## src/hdl/e2c_pkg.sv

```systemverilog
// shared types, constants and tables for the epoch seconds to calendar block
// no dependencies

package e2c_pkg;

   localparam int SECS_W  = 32;
   localparam int YEAR_W  = 12;
   localparam int MONTH_W = 4;
   localparam int DAY_W   = 5;
   localparam int HOUR_W  = 5;
   localparam int MIN_W   = 6;
   localparam int SEC_W   = 6;
   localparam int DAYS_W  = 16;
   localparam int MEND_W  = 9;
   localparam int PROD_W  = 64;
   localparam int RSP_W   = 40;

   localparam logic [YEAR_W-1:0]  EPOCH_YEAR   = 12'd1970;
   localparam logic [DAYS_W-1:0]  COMMON_DAYS  = 16'd365;
   localparam logic [DAYS_W-1:0]  LEAP_DAYS    = 16'd366;
   localparam logic [MONTH_W-1:0] LAST_MONTH   = 4'd11;
   localparam logic [SECS_W-1:0]  RECIP_60     = 32'h8888_8889;
   localparam logic [SECS_W-1:0]  RECIP_3      = 32'hAAAA_AAAB;
   localparam int                 SHIFT_60     = 37;
   localparam int                 SHIFT_24     = 33;

   localparam logic [MEND_W-1:0] MONTH_END_COMMON [12] = '{
      9'd31, 9'd59, 9'd90, 9'd120, 9'd151, 9'd181,
      9'd212, 9'd243, 9'd273, 9'd304, 9'd334, 9'd365
   };
   localparam logic [MEND_W-1:0] MONTH_END_LEAP [12] = '{
      9'd31, 9'd60, 9'd91, 9'd121, 9'd152, 9'd182,
      9'd213, 9'd244, 9'd274, 9'd305, 9'd335, 9'd366
   };

   typedef enum logic [3:0] {
      OP_NONE,
      OP_LOAD,
      OP_MUL60,
      OP_SEC,
      OP_MIN,
      OP_MUL3,
      OP_HOUR,
      OP_YEAR,
      OP_MONTH,
      OP_OUT
   } dp_op_type;

   typedef struct packed {
      dp_op_type op;
   } dp_cmd_type;

   typedef struct packed {
      logic year_done;
      logic month_done;
   } dp_status_type;

   function automatic logic [MEND_W-1:0] month_end(input logic leap,
                                                   input logic [MONTH_W-1:0] idx);
      logic [MEND_W-1:0] value;
      if (idx > LAST_MONTH) begin
         value = '0;
      end else if (leap) begin
         value = MONTH_END_LEAP[idx];
      end else begin
         value = MONTH_END_COMMON[idx];
      end
      return value;
   endfunction

endpackage

```

## src/hdl/e2c_datapath.sv

```systemverilog
// datapath: shared reciprocal multiplier, year and month step units, result register
// depends on e2c_pkg

module e2c_datapath (
   input  logic                          clock,
   input  logic [e2c_pkg::SECS_W-1:0]    epoch_seconds,
   input  e2c_pkg::dp_cmd_type           cmd,
   output e2c_pkg::dp_status_type        status,
   output logic [e2c_pkg::RSP_W-1:0]     result
);

   logic [e2c_pkg::SECS_W-1:0]  work_ff, work_in;
   logic [e2c_pkg::PROD_W-1:0]  prod_ff, prod_in;
   logic [e2c_pkg::SEC_W-1:0]   sec_ff, sec_in;
   logic [e2c_pkg::MIN_W-1:0]   min_ff, min_in;
   logic [e2c_pkg::HOUR_W-1:0]  hour_ff, hour_in;
   logic [e2c_pkg::DAYS_W-1:0]  days_ff, days_in;
   logic [e2c_pkg::YEAR_W-1:0]  year_ff, year_in;
   logic [e2c_pkg::MONTH_W-1:0] mon_ff, mon_in;
   logic [e2c_pkg::RSP_W-1:0]   result_ff, result_in;

   logic [e2c_pkg::SECS_W-1:0]  mul_a;
   logic [e2c_pkg::SECS_W-1:0]  mul_b;
   logic [e2c_pkg::SECS_W-1:0]  q60;
   logic [e2c_pkg::SECS_W-1:0]  q24;
   logic [e2c_pkg::SECS_W-1:0]  rem60;
   logic [e2c_pkg::SECS_W-1:0]  rem24;
   logic                        leap;
   logic [e2c_pkg::DAYS_W-1:0]  year_len;
   logic [e2c_pkg::DAYS_W-1:0]  mend_cur;
   logic [e2c_pkg::DAYS_W-1:0]  mend_prev;
   logic                        month_adv;
   logic [e2c_pkg::DAYS_W-1:0]  day_of_month;
   logic [e2c_pkg::MONTH_W-1:0] month_out;
   logic [e2c_pkg::DAY_W-1:0]   day_out;

   // one multiplier, constant chosen per step
   assign mul_a = (cmd.op == e2c_pkg::OP_MUL3) ? (work_ff >> 3) : work_ff;
   assign mul_b = (cmd.op == e2c_pkg::OP_MUL3) ? e2c_pkg::RECIP_3 : e2c_pkg::RECIP_60;

   assign q60   = e2c_pkg::SECS_W'(prod_ff >> e2c_pkg::SHIFT_60);
   assign q24   = e2c_pkg::SECS_W'(prod_ff >> e2c_pkg::SHIFT_24);
   assign rem60 = work_ff - ((q60 << 6) - (q60 << 2));
   assign rem24 = work_ff - ((q24 << 4) + (q24 << 3));

   assign leap      = (year_ff[1:0] == 2'b00);
   assign year_len  = leap ? e2c_pkg::LEAP_DAYS : e2c_pkg::COMMON_DAYS;
   assign mend_cur  = e2c_pkg::DAYS_W'(e2c_pkg::month_end(leap, mon_ff));
   assign mend_prev = (mon_ff == '0) ? '0 :
                      e2c_pkg::DAYS_W'(e2c_pkg::month_end(leap, mon_ff - 4'd1));
   assign month_adv = (mon_ff < e2c_pkg::LAST_MONTH) && (days_ff >= mend_cur);

   assign status.year_done  = (days_ff < year_len);
   assign status.month_done = !month_adv;

   assign day_of_month = days_ff - mend_prev + 16'd1;
   assign month_out    = mon_ff + 4'd1;
   assign day_out      = day_of_month[e2c_pkg::DAY_W-1:0];

   always_comb begin
      work_in   = work_ff;
      prod_in   = prod_ff;
      sec_in    = sec_ff;
      min_in    = min_ff;
      hour_in   = hour_ff;
      days_in   = days_ff;
      year_in   = year_ff;
      mon_in    = mon_ff;
      result_in = result_ff;
      unique case (cmd.op) inside
         e2c_pkg::OP_LOAD: begin
            work_in = epoch_seconds;
         end
         e2c_pkg::OP_MUL60, e2c_pkg::OP_MUL3: begin
            prod_in = e2c_pkg::PROD_W'(mul_a) * e2c_pkg::PROD_W'(mul_b);
         end
         e2c_pkg::OP_SEC: begin
            sec_in  = rem60[e2c_pkg::SEC_W-1:0];
            work_in = q60;
         end
         e2c_pkg::OP_MIN: begin
            min_in  = rem60[e2c_pkg::MIN_W-1:0];
            work_in = q60;
         end
         e2c_pkg::OP_HOUR: begin
            hour_in = rem24[e2c_pkg::HOUR_W-1:0];
            days_in = q24[e2c_pkg::DAYS_W-1:0];
            year_in = e2c_pkg::EPOCH_YEAR;
            mon_in  = '0;
         end
         e2c_pkg::OP_YEAR: begin
            if (!status.year_done) begin
               days_in = days_ff - year_len;
               year_in = year_ff + 12'd1;
            end
         end
         e2c_pkg::OP_MONTH: begin
            if (month_adv) begin
               mon_in = mon_ff + 4'd1;
            end
         end
         e2c_pkg::OP_OUT: begin
            // second, minute, hour, day, month, year from the top bits down
            result_in = {2'b00, sec_ff, min_ff, hour_ff, day_out, month_out, year_ff};
         end
         default: begin
         end
      endcase
   end

   always_ff @(posedge clock) begin
      work_ff   <= work_in;
      prod_ff   <= prod_in;
      sec_ff    <= sec_in;
      min_ff    <= min_in;
      hour_ff   <= hour_in;
      days_ff   <= days_in;
      year_ff   <= year_in;
      mon_ff    <= mon_in;
      result_ff <= result_in;
   end

   assign result = result_ff;

endmodule

```

## src/hdl/e2c_ctrl.sv

```systemverilog
// controller state machine: sequences the datapath steps and runs the handshakes
// depends on e2c_pkg

module e2c_ctrl (
   input  logic                    clock,
   input  logic                    reset,
   input  logic                    req_tvalid,
   output logic                    req_tready,
   output logic                    rsp_tvalid,
   input  logic                    rsp_tready,
   input  e2c_pkg::dp_status_type  status,
   output e2c_pkg::dp_cmd_type     cmd
);

   typedef enum logic [9:0] {
      ST_IDLE   = 10'b00_0000_0001,
      ST_MUL1   = 10'b00_0000_0010,
      ST_DIV1   = 10'b00_0000_0100,
      ST_MUL2   = 10'b00_0000_1000,
      ST_DIV2   = 10'b00_0001_0000,
      ST_MUL3   = 10'b00_0010_0000,
      ST_DIV3   = 10'b00_0100_0000,
      ST_YEAR   = 10'b00_1000_0000,
      ST_MONTH  = 10'b01_0000_0000,
      ST_FINISH = 10'b10_0000_0000
   } state_type;

   state_type state_ff, state_in;
   logic      out_valid_ff, out_valid_in;
   logic      out_load;

   assign req_tready = (state_ff == ST_IDLE);
   assign rsp_tvalid = out_valid_ff;
   assign out_load   = (state_ff == ST_FINISH) && (!out_valid_ff || rsp_tready);

   always_comb begin
      state_in = state_ff;
      cmd.op   = e2c_pkg::OP_NONE;
      unique case (state_ff)
         ST_IDLE: begin
            if (req_tvalid) begin
               cmd.op   = e2c_pkg::OP_LOAD;
               state_in = ST_MUL1;
            end
         end
         ST_MUL1: begin
            cmd.op   = e2c_pkg::OP_MUL60;
            state_in = ST_DIV1;
         end
         ST_DIV1: begin
            cmd.op   = e2c_pkg::OP_SEC;
            state_in = ST_MUL2;
         end
         ST_MUL2: begin
            cmd.op   = e2c_pkg::OP_MUL60;
            state_in = ST_DIV2;
         end
         ST_DIV2: begin
            cmd.op   = e2c_pkg::OP_MIN;
            state_in = ST_MUL3;
         end
         ST_MUL3: begin
            cmd.op   = e2c_pkg::OP_MUL3;
            state_in = ST_DIV3;
         end
         ST_DIV3: begin
            cmd.op   = e2c_pkg::OP_HOUR;
            state_in = ST_YEAR;
         end
         ST_YEAR: begin
            cmd.op = e2c_pkg::OP_YEAR;
            if (status.year_done) begin
               state_in = ST_MONTH;
            end
         end
         ST_MONTH: begin
            cmd.op = e2c_pkg::OP_MONTH;
            if (status.month_done) begin
               state_in = ST_FINISH;
            end
         end
         ST_FINISH: begin
            if (out_load) begin
               cmd.op   = e2c_pkg::OP_OUT;
               state_in = ST_IDLE;
            end
         end
         default: begin
            state_in = ST_IDLE;
         end
      endcase
   end

   always_comb begin
      if (out_load) begin
         out_valid_in = 1'b1;
      end else if (rsp_tready) begin
         out_valid_in = 1'b0;
      end else begin
         out_valid_in = out_valid_ff;
      end
   end

   always_ff @(posedge clock) begin
      if (reset) begin
         state_ff     <= ST_IDLE;
         out_valid_ff <= 1'b0;
      end else begin
         state_ff     <= state_in;
         out_valid_ff <= out_valid_in;
      end
   end

endmodule

```

## src/hdl/epoch_seconds_to_calendar_top.sv

```systemverilog
// top level: epoch seconds to calendar date and time
// run time grows with the years after 1970 and the months passed, which are stepped through one by one
// a new item is taken only once the last has reached the output register; the year loop dominates
// a finished result waits in the output register while the next item is taken
// reset (synchronous, active high) returns the controller to idle and drops rsp_tvalid
// depends on e2c_pkg, e2c_ctrl, e2c_datapath

module epoch_seconds_to_calendar_top (
   input  logic                        clock,
   input  logic                        reset,
   input  logic                        req_tvalid,
   output logic                        req_tready,
   input  logic [e2c_pkg::SECS_W-1:0]  req_tdata,   // epoch_seconds
   output logic                        rsp_tvalid,
   input  logic                        rsp_tready,
   output logic [e2c_pkg::RSP_W-1:0]   rsp_tdata    // year, month, day, hour, minute, second
);

   e2c_pkg::dp_cmd_type    cmd;
   e2c_pkg::dp_status_type status;

   e2c_ctrl u_ctrl (
      .clock      (clock),
      .reset      (reset),
      .req_tvalid (req_tvalid),
      .req_tready (req_tready),
      .rsp_tvalid (rsp_tvalid),
      .rsp_tready (rsp_tready),
      .status     (status),
      .cmd        (cmd)
   );

   e2c_datapath u_datapath (
      .clock         (clock),
      .epoch_seconds (req_tdata),
      .cmd           (cmd),
      .status        (status),
      .result        (rsp_tdata)
   );

endmodule
```

## config.mk

```make
export PLATFORM = sky130hd
export DESIGN_NAME = epoch_seconds_to_calendar_top
export DESIGN_NICKNAME = d
export VERILOG_FILES = /design/src/hdl/e2c_pkg.sv /design/src/hdl/e2c_datapath.sv /design/src/hdl/e2c_ctrl.sv /design/src/hdl/epoch_seconds_to_calendar_top.sv
export SDC_FILE = /design/constraint.sdc
export NUM_CORES = 1
export LEC_CHECK = 0
export BUFFER_PORTS_ARGS = -buffer_cell sky130_fd_sc_hd__clkbuf_2
export CAP_MARGIN = 10
export CORE_ASPECT_RATIO = 1.75
export CORE_MARGIN = 1
export CORE_UTILIZATION = 45
export CTS_CLUSTER_DIAMETER = 150
export CTS_CLUSTER_SIZE = 12
export DETAILED_ROUTE_END_ITERATION = 12
export PLACE_DENSITY_LB_ADDON = 0.12
export SYNTH_ARGS = -nofsm -noshare
export SYNTH_HDL_FRONTEND = slang
export SYNTH_SLANG_ARGS = --single-unit
export TNS_END_PERCENT = 20
```

## constraint.sdc

```tcl
create_clock -name clock -period 16.9 [get_ports clock]
set_clock_uncertainty 0.2 [all_clocks]
set_input_delay 3.38 -clock clock [delete_from_list [all_inputs] [get_ports clock]]
set_output_delay 3.38 -clock clock [all_outputs]
set_load 0.01 [all_outputs]
```

# ---- Yosys cells after proc, flatten, opt, wreduce, memory -nomap -nowiden
# Memory sizes are Yosys's and may differ from the RTL's.
# Cells that the tools add are included.
dict set report word_totals {
  out_inout_bits 42
  ff_bits 194
  memories 4
  romBits 576
}
dict set report op_classes {
  reduce_logical 16
  n_mul 1
  eq_ne 25
  addsub 10
  bitwise 2
  muxes 33
  n_lt_le_gt_ge 7
}
# name words width read_ports rd_clocked_by_memory_dff write_ports line_no
set memory_table {}
lappend memory_table {{(name not given)} 16 9 1 0 0 e2c_pkg.sv:66} ;# value = MONTH_END_COMMON[idx];
lappend memory_table {{(name not given)} 16 9 1 0 0 e2c_pkg.sv:66}
lappend memory_table {{(name not given)} 16 9 1 0 0 e2c_pkg.sv:64} ;# value = MONTH_END_LEAP[idx];
lappend memory_table {{(name not given)} 16 9 1 0 0 e2c_pkg.sv:64}
# op count
set ops {}
lappend ops {{$pmux W10 S10} 1}
lappend ops {{$mul A32 B32 Y64} 1}
lappend ops {{$pmux W32 S2} 1}
lappend ops {{$mux W9} 6}
lappend ops {{$mux W10} 4}
lappend ops {{$pmux W4 S9} 1}
lappend ops {{$mux W5} 7}
lappend ops {{$mux W32} 1}
lappend ops {{$pmux W16 S2} 1}
lappend ops {{$mux W30} 1}
lappend ops {{$pmux W12 S2} 1}
lappend ops {{$eq A4 B3 Y1 const B} 4}
lappend ops {{$ge A16 B9 Y1} 1}
lappend ops {{$lt A16 B9 Y1} 1}
lappend ops {{$mux W16} 1}
lappend ops {{$sub A16 B9 Y16} 1}
lappend ops {{$add A12 B1 Y12 const B} 1}
lappend ops {{$mux W12} 1}
lappend ops {{$eq A10 B1 Y1 const B} 1}
lappend ops {{$eq A10 B10 Y1 const B} 1}
lappend ops {{$eq A10 B2 Y1 const B} 1}
lappend ops {{$eq A10 B3 Y1 const B} 1}
lappend ops {{$eq A10 B4 Y1 const B} 1}
lappend ops {{$eq A10 B5 Y1 const B} 1}
lappend ops {{other kinds (33)} 53}

# ---- Depth between registers and ports, before layout
dict set report depth {
  ltp_word 10
  ltp_mapped 34
  ltp_nobuf 32
}

# ---- Modules after synthesis
# From an unflattened synthesis, not the netlist that was laid out.
dict set report unflattened {
  hier_cells 2484
  hier_area_um2 25592.0
}
# module seq_area_each_um2 cells_each n_inst area_per_inst_um2
set modules_own_cells {}
lappend modules_own_cells {e2c_datapath 4504.3 2399 1 24856.3}
lappend modules_own_cells {e2c_ctrl 220.2 85 1 735.7}

# ---- Worst setup path after synthesis
# Ideal clock, no wire load.
dict set report synth_path {
  path_type {register to register}
  startpoint {register u_ctrl.state_ff[0]}
  endpoint {register u_datapath.prod_ff[58] (netlist bit), data pin}
  arrival_ps 8370
  path_buffers 4
  setup_slack_ps 8068
  period_less_slack_ps 8832
  setup_time_ps 262
  stages_incl_launch_ff 31
  path_cell_list {dfxtp_1 or3_4 nor4_4 clkbuf_1 clkbuf_1 clkbuf_1 nand2_1 nand2_1 ha_1 inv_1 fa_1 fa_1 fa_1 inv_1 fa_1 fa_1 fa_1 inv_1 fa_1 inv_1 ha_1 clkbuf_1 a2111oi_0 o21ai_0 a211oi_1 or3b_1 nand2_1 o31ai_2 a221oi_1 o21ai_1 xor2_1}
}
dict set report synth_between {
  elab_chain_cells 7
  elab_cells_between_ends 18
}
# element line_no
set synth_lines {}
lappend synth_lines {{from (decl)} e2c_ctrl.sv:28} ;# state_type state_ff, state_in;
lappend synth_lines {{from (signal assigned)} e2c_ctrl.sv:109} ;# state_ff <= state_in;
lappend synth_lines {{$eq A10 B10 Y1} {e2c_ctrl.sv:34, e2c_ctrl.sv:39}}
lappend synth_lines {{$logic_and A1 B1 Y1} e2c_ctrl.sv:34} ;# assign out_load = (state_ff == ST_FINISH) && (!out_valid_ff || rsp_tready);
lappend synth_lines {{$mux W4} e2c_ctrl.sv:83} ;# if (out_load) begin
lappend synth_lines {{$pmux W4 S9 *} e2c_ctrl.sv:39} ;# unique case (state_ff)
lappend synth_lines {{$eq A4 B3 Y1 *} {e2c_datapath.sv:38, e2c_datapath.sv:39}}
lappend synth_lines {{$mux W32 or $mux W30 (tied branches)} {e2c_datapath.sv:38, e2c_datapath.sv:39}}
lappend synth_lines {{$mul A32 B32 Y64 *} e2c_datapath.sv:75} ;# prod_in = e2c_pkg::PROD_W'(mul_a) * e2c_pkg::PROD_W'(mul_b);
lappend synth_lines {{to (signal assigned)} e2c_datapath.sv:113} ;# prod_ff <= prod_in;
lappend synth_lines {{to (decl)} e2c_datapath.sv:13} ;# logic [e2c_pkg::PROD_W-1:0] prod_ff, prod_in;
# Mark *: on every way between the ends. The rest lies on a longest branch, timed or not.
# A chain may end at the register's enable or synchronous reset.

# ---- Worst setup path after layout
dict set report layout_path {
  startpoint {register u_ctrl.state_ff[0]}
  endpoint {register u_datapath.prod_ff[62] (netlist bit), data pin}
}
# The elaborated chain is that of the path after synthesis.

==> flow_summary.json <==
{
  "fillCellCount": 5307,
  "ys_ff_latch": 161,
  "yosys_most_used_dff": "edfxtp_1",
  "yosys.area_share.adder_pct": 50.7,
  "num_rows": 115,
  "initial_core_util_pct": 45.4,
  "dp.final_hpwl_um": 76000,
  "finalCritPeriodShare_pct": 60.3,
  "nets": 3428,
  "clk-insertion-delay-late_ps": 440,
  "grt_start_max_net_pins": 46,
  "cp_common_cell": "fa_1",
  "post_synth_and_or_nand_nor_area_fraction_pct": 7.75,
  "routed_via_density": 5.34,
  "post_synth_inst_count": 2514,
  "post_synth_instance_area_sq_um": 25500,
  "antenna_found_initial": 1,
  "fin_cells": 3308,
  "synth.avg_cell_area_sq_um": 10.1,
  "grt_pass1_wl_um": 124000,
  "detail_route.wl_per_cell_um": 25.6,
  "critPathSlowestCell": "or4_1",
  "worst_slack_ps": 6700,
  "synth_most_common_cell": "inv_1",
  "ys_warn_count": 0,
  "clockRootBuffer": "clkbuf_16",
  "clkSlewWorstSetupHoldPaths_ps": 60,
  "synth-compound-area-share_pct": 7.44,
  "critical_path.n_buffers_inverters": 4,
  "hp-class": "flop to flop",
  "pins_over_slew_limit": 0,
  "async_reset_ff_share_pct": 0,
  "fin_crit_ps": 10200,
  "max-slew-margin-rel_pct": 28.2,
  "routed_wl_um": 84700,
  "final_hold_viol_count": 0,
  "yosysTopAreaCell": "fa_1",
  "max_stage_delay_ps": 670,
  "worst_setup_end_kind": "flop",
  "die_boundary_width_um": 182,
  "fmax_mhz": 98.1,
  "netlist_top_cells_area": "fa_1 31%, ha_1 20%, edfxtp_1 18%, inv_1 9.9%, xnor2_1 2.3%",
  "cts_tree": "done",
  "cts-buffers-inserted": 17,
  "grt.overflow.total": 0,
  "clock_path_buffers": 2,
  "cpLargestDelayFamily": "adder cells",
  "setup_tns_ps": 0,
  "fraction_of_final_layout_cells_sized_beyond_drive_strength_1_pct": 6.22,
  "gp_congestion": 1.08,
  "cts_htree_levels": 4,
  "grt_usage_pct": 30.8,
  "worst-slew-pin-transition_ps": 1080,
  "area_growth_pct": 7.51,
  "setup_violations": 0,
  "synth_mux_area_share_pct": 1.23,
  "dr_total_vias": 17700,
  "cts.sinks": 161,
  "max_cap_violations": 0,
  "design.core.area_sq_um": 56100,
  "crit_path_required_time_ps": 16890,
  "die_area_sq_um": 57600,
  "synth_top_family_by_area": "adder cells",
  "dpl.cell_count": 3275,
  "initialDrtViolationCount": 952,
  "post_synth_xor_area_fraction_pct": 3.68,
  "critical_path_arrival_ps": 10190,
  "grt_pass1_vias": 19600,
  "dpl_worst_slack_ps": 6720,
  "dr.pass1.iters": 5,
  "seq_total_area_yosys_pct": 18.6,
  "synth_edf_count": 150,
  "synth_commonest_cells": "673 x inv_1, 410 x ha_1, 389 x fa_1",
  "ant_nets": 0,
  "num_io_pins": 78,
  "path_max_fanout": 35,
  "die_h_um": 317,
  "setup_repair_after_global_routing_missed_its_margin": "no",
  "drc": 0,
  "synth_top_cell_area_share_pct": 30.6,
  "status": "finished, final reports clean",
  "ys_types": 71,
  "ctsHoldBuffers": 0,
  "critical_path.startpoint_type": "flop",
  "numPortBuffers": 75,
  "hold_slack_ps": 221,
  "post_cts_buffers": 0,
  "worst-setup-path-type": "flop to flop",
  "cts-resized-gates": 0
}
## path summary, 6_finish.rpt
kind	start	endpoint	slack, ps	cells after the start
hold reg to reg	u_datapath.min_ff[2]	u_datapath.result[28]	220	0
setup reg to reg	u_ctrl.state_ff[0]	u_datapath.prod_ff[62]	6700	29
setup / recovery	u_ctrl.state_ff[0]	u_datapath.prod_ff[62]	6700	29
hold / removal	u_datapath.min_ff[2]	u_datapath.result[28]	220	0
## metal layers
layer	global-route usage (%)	routed length, um	part of all wire [%]
met4	31.8	10300	12
met1	29.0	27700	33
met2	56.9	44900	53
met3	2.74	1870	2.2
met5	0	0	0
## worst register-to-register path: cells and delay by family (launching register included)
| kind | cells | cell delay, ps |
|---|---|---|
| AOI/OAI and AO/OA | 7 | 1600 |
| buffers and inverters | 4 | 500 |
| and+or+nand+nor | 7 | 2730 |
| adders and majority gates | 9 | 4070 |
| DFF | 1 | 380 |
| xor gates and xnor gates | 2 | 450 |
## layout make-up
type                       instances  area (sq um)  area share [%]
clock inverter                     9           181           0.663
inverter                         673          2530            9.23
multi-input combinational       1655         18100            66.3
sequential                       161          4720            17.3
antenna                            1          2.50         0.00914
timing repair buffer              85           457            1.67
tap                              702           878            3.21
clock buffer                      22           454            1.66
## layout by cell type (no fill, tap or decap), types with 9 or more instances in the layout
cell type / count
fa_1: 389
o21ai_0: 58
nor4_1: 9
a211oi_1: 14
a21oi_1: 109
nor3_1: 12
o211ai_1: 10
or2_2: 9
dfxtp_1: 11
xor2_1: 40
clkbuf_16: 17
clkbuf_2: 75
nor2b_1: 12
a21o_1: 46
nand2b_1: 18
xnor2_1: 67
nand4_1: 14
nor2_1: 61
and3_1: 30
buf_4: 9
nand2_1: 153
edfxtp_1: 150
nand3_1: 31
and2_1: 25
mux2_2: 26
conb_1: 19
inv_1: 673
ha_1: 410
## metrics by stage
stage                     cell area (sq um)  utilization (%)
after floorplan                       25500                -
after global placement                26700             47.6
after detailed placement              26700             47.6
after CTS                             27400             48.8
after global routing                  27400             48.8
final                                 27400             48.8
## state kept, by name (all words and copies together) (netlist names)
signal              count
u_datapath.min_ff       6
u_ctrl.state_ff        10
u_datapath.hour_ff      5
u_datapath.prod_ff     31
u_datapath.days_ff     16
u_ctrl.rsp_tvalid       1
u_datapath.result      38
u_datapath.sec_ff       6
u_datapath.mon_ff       4
u_datapath.work_ff     32
u_datapath.year_ff     12
## cells by family (layout without fill, tap and decap cells)
kind of cell / after synthesis / in the layout
AOI/OAI and AO/OA: 302 / 302
and+or+nand+nor: 400 / 400
DFF: 161 / 161
buffers and inverters: 715 / 789
adders and majority gates: 799 / 799
muxes: 28 / 28
xor gates and xnor gates: 107 / 107
other: 2 / 20
Power is left out: the tool's default activity adds up to more than one toggle a clock period on the data nets, which glitch-free logic cannot reach.
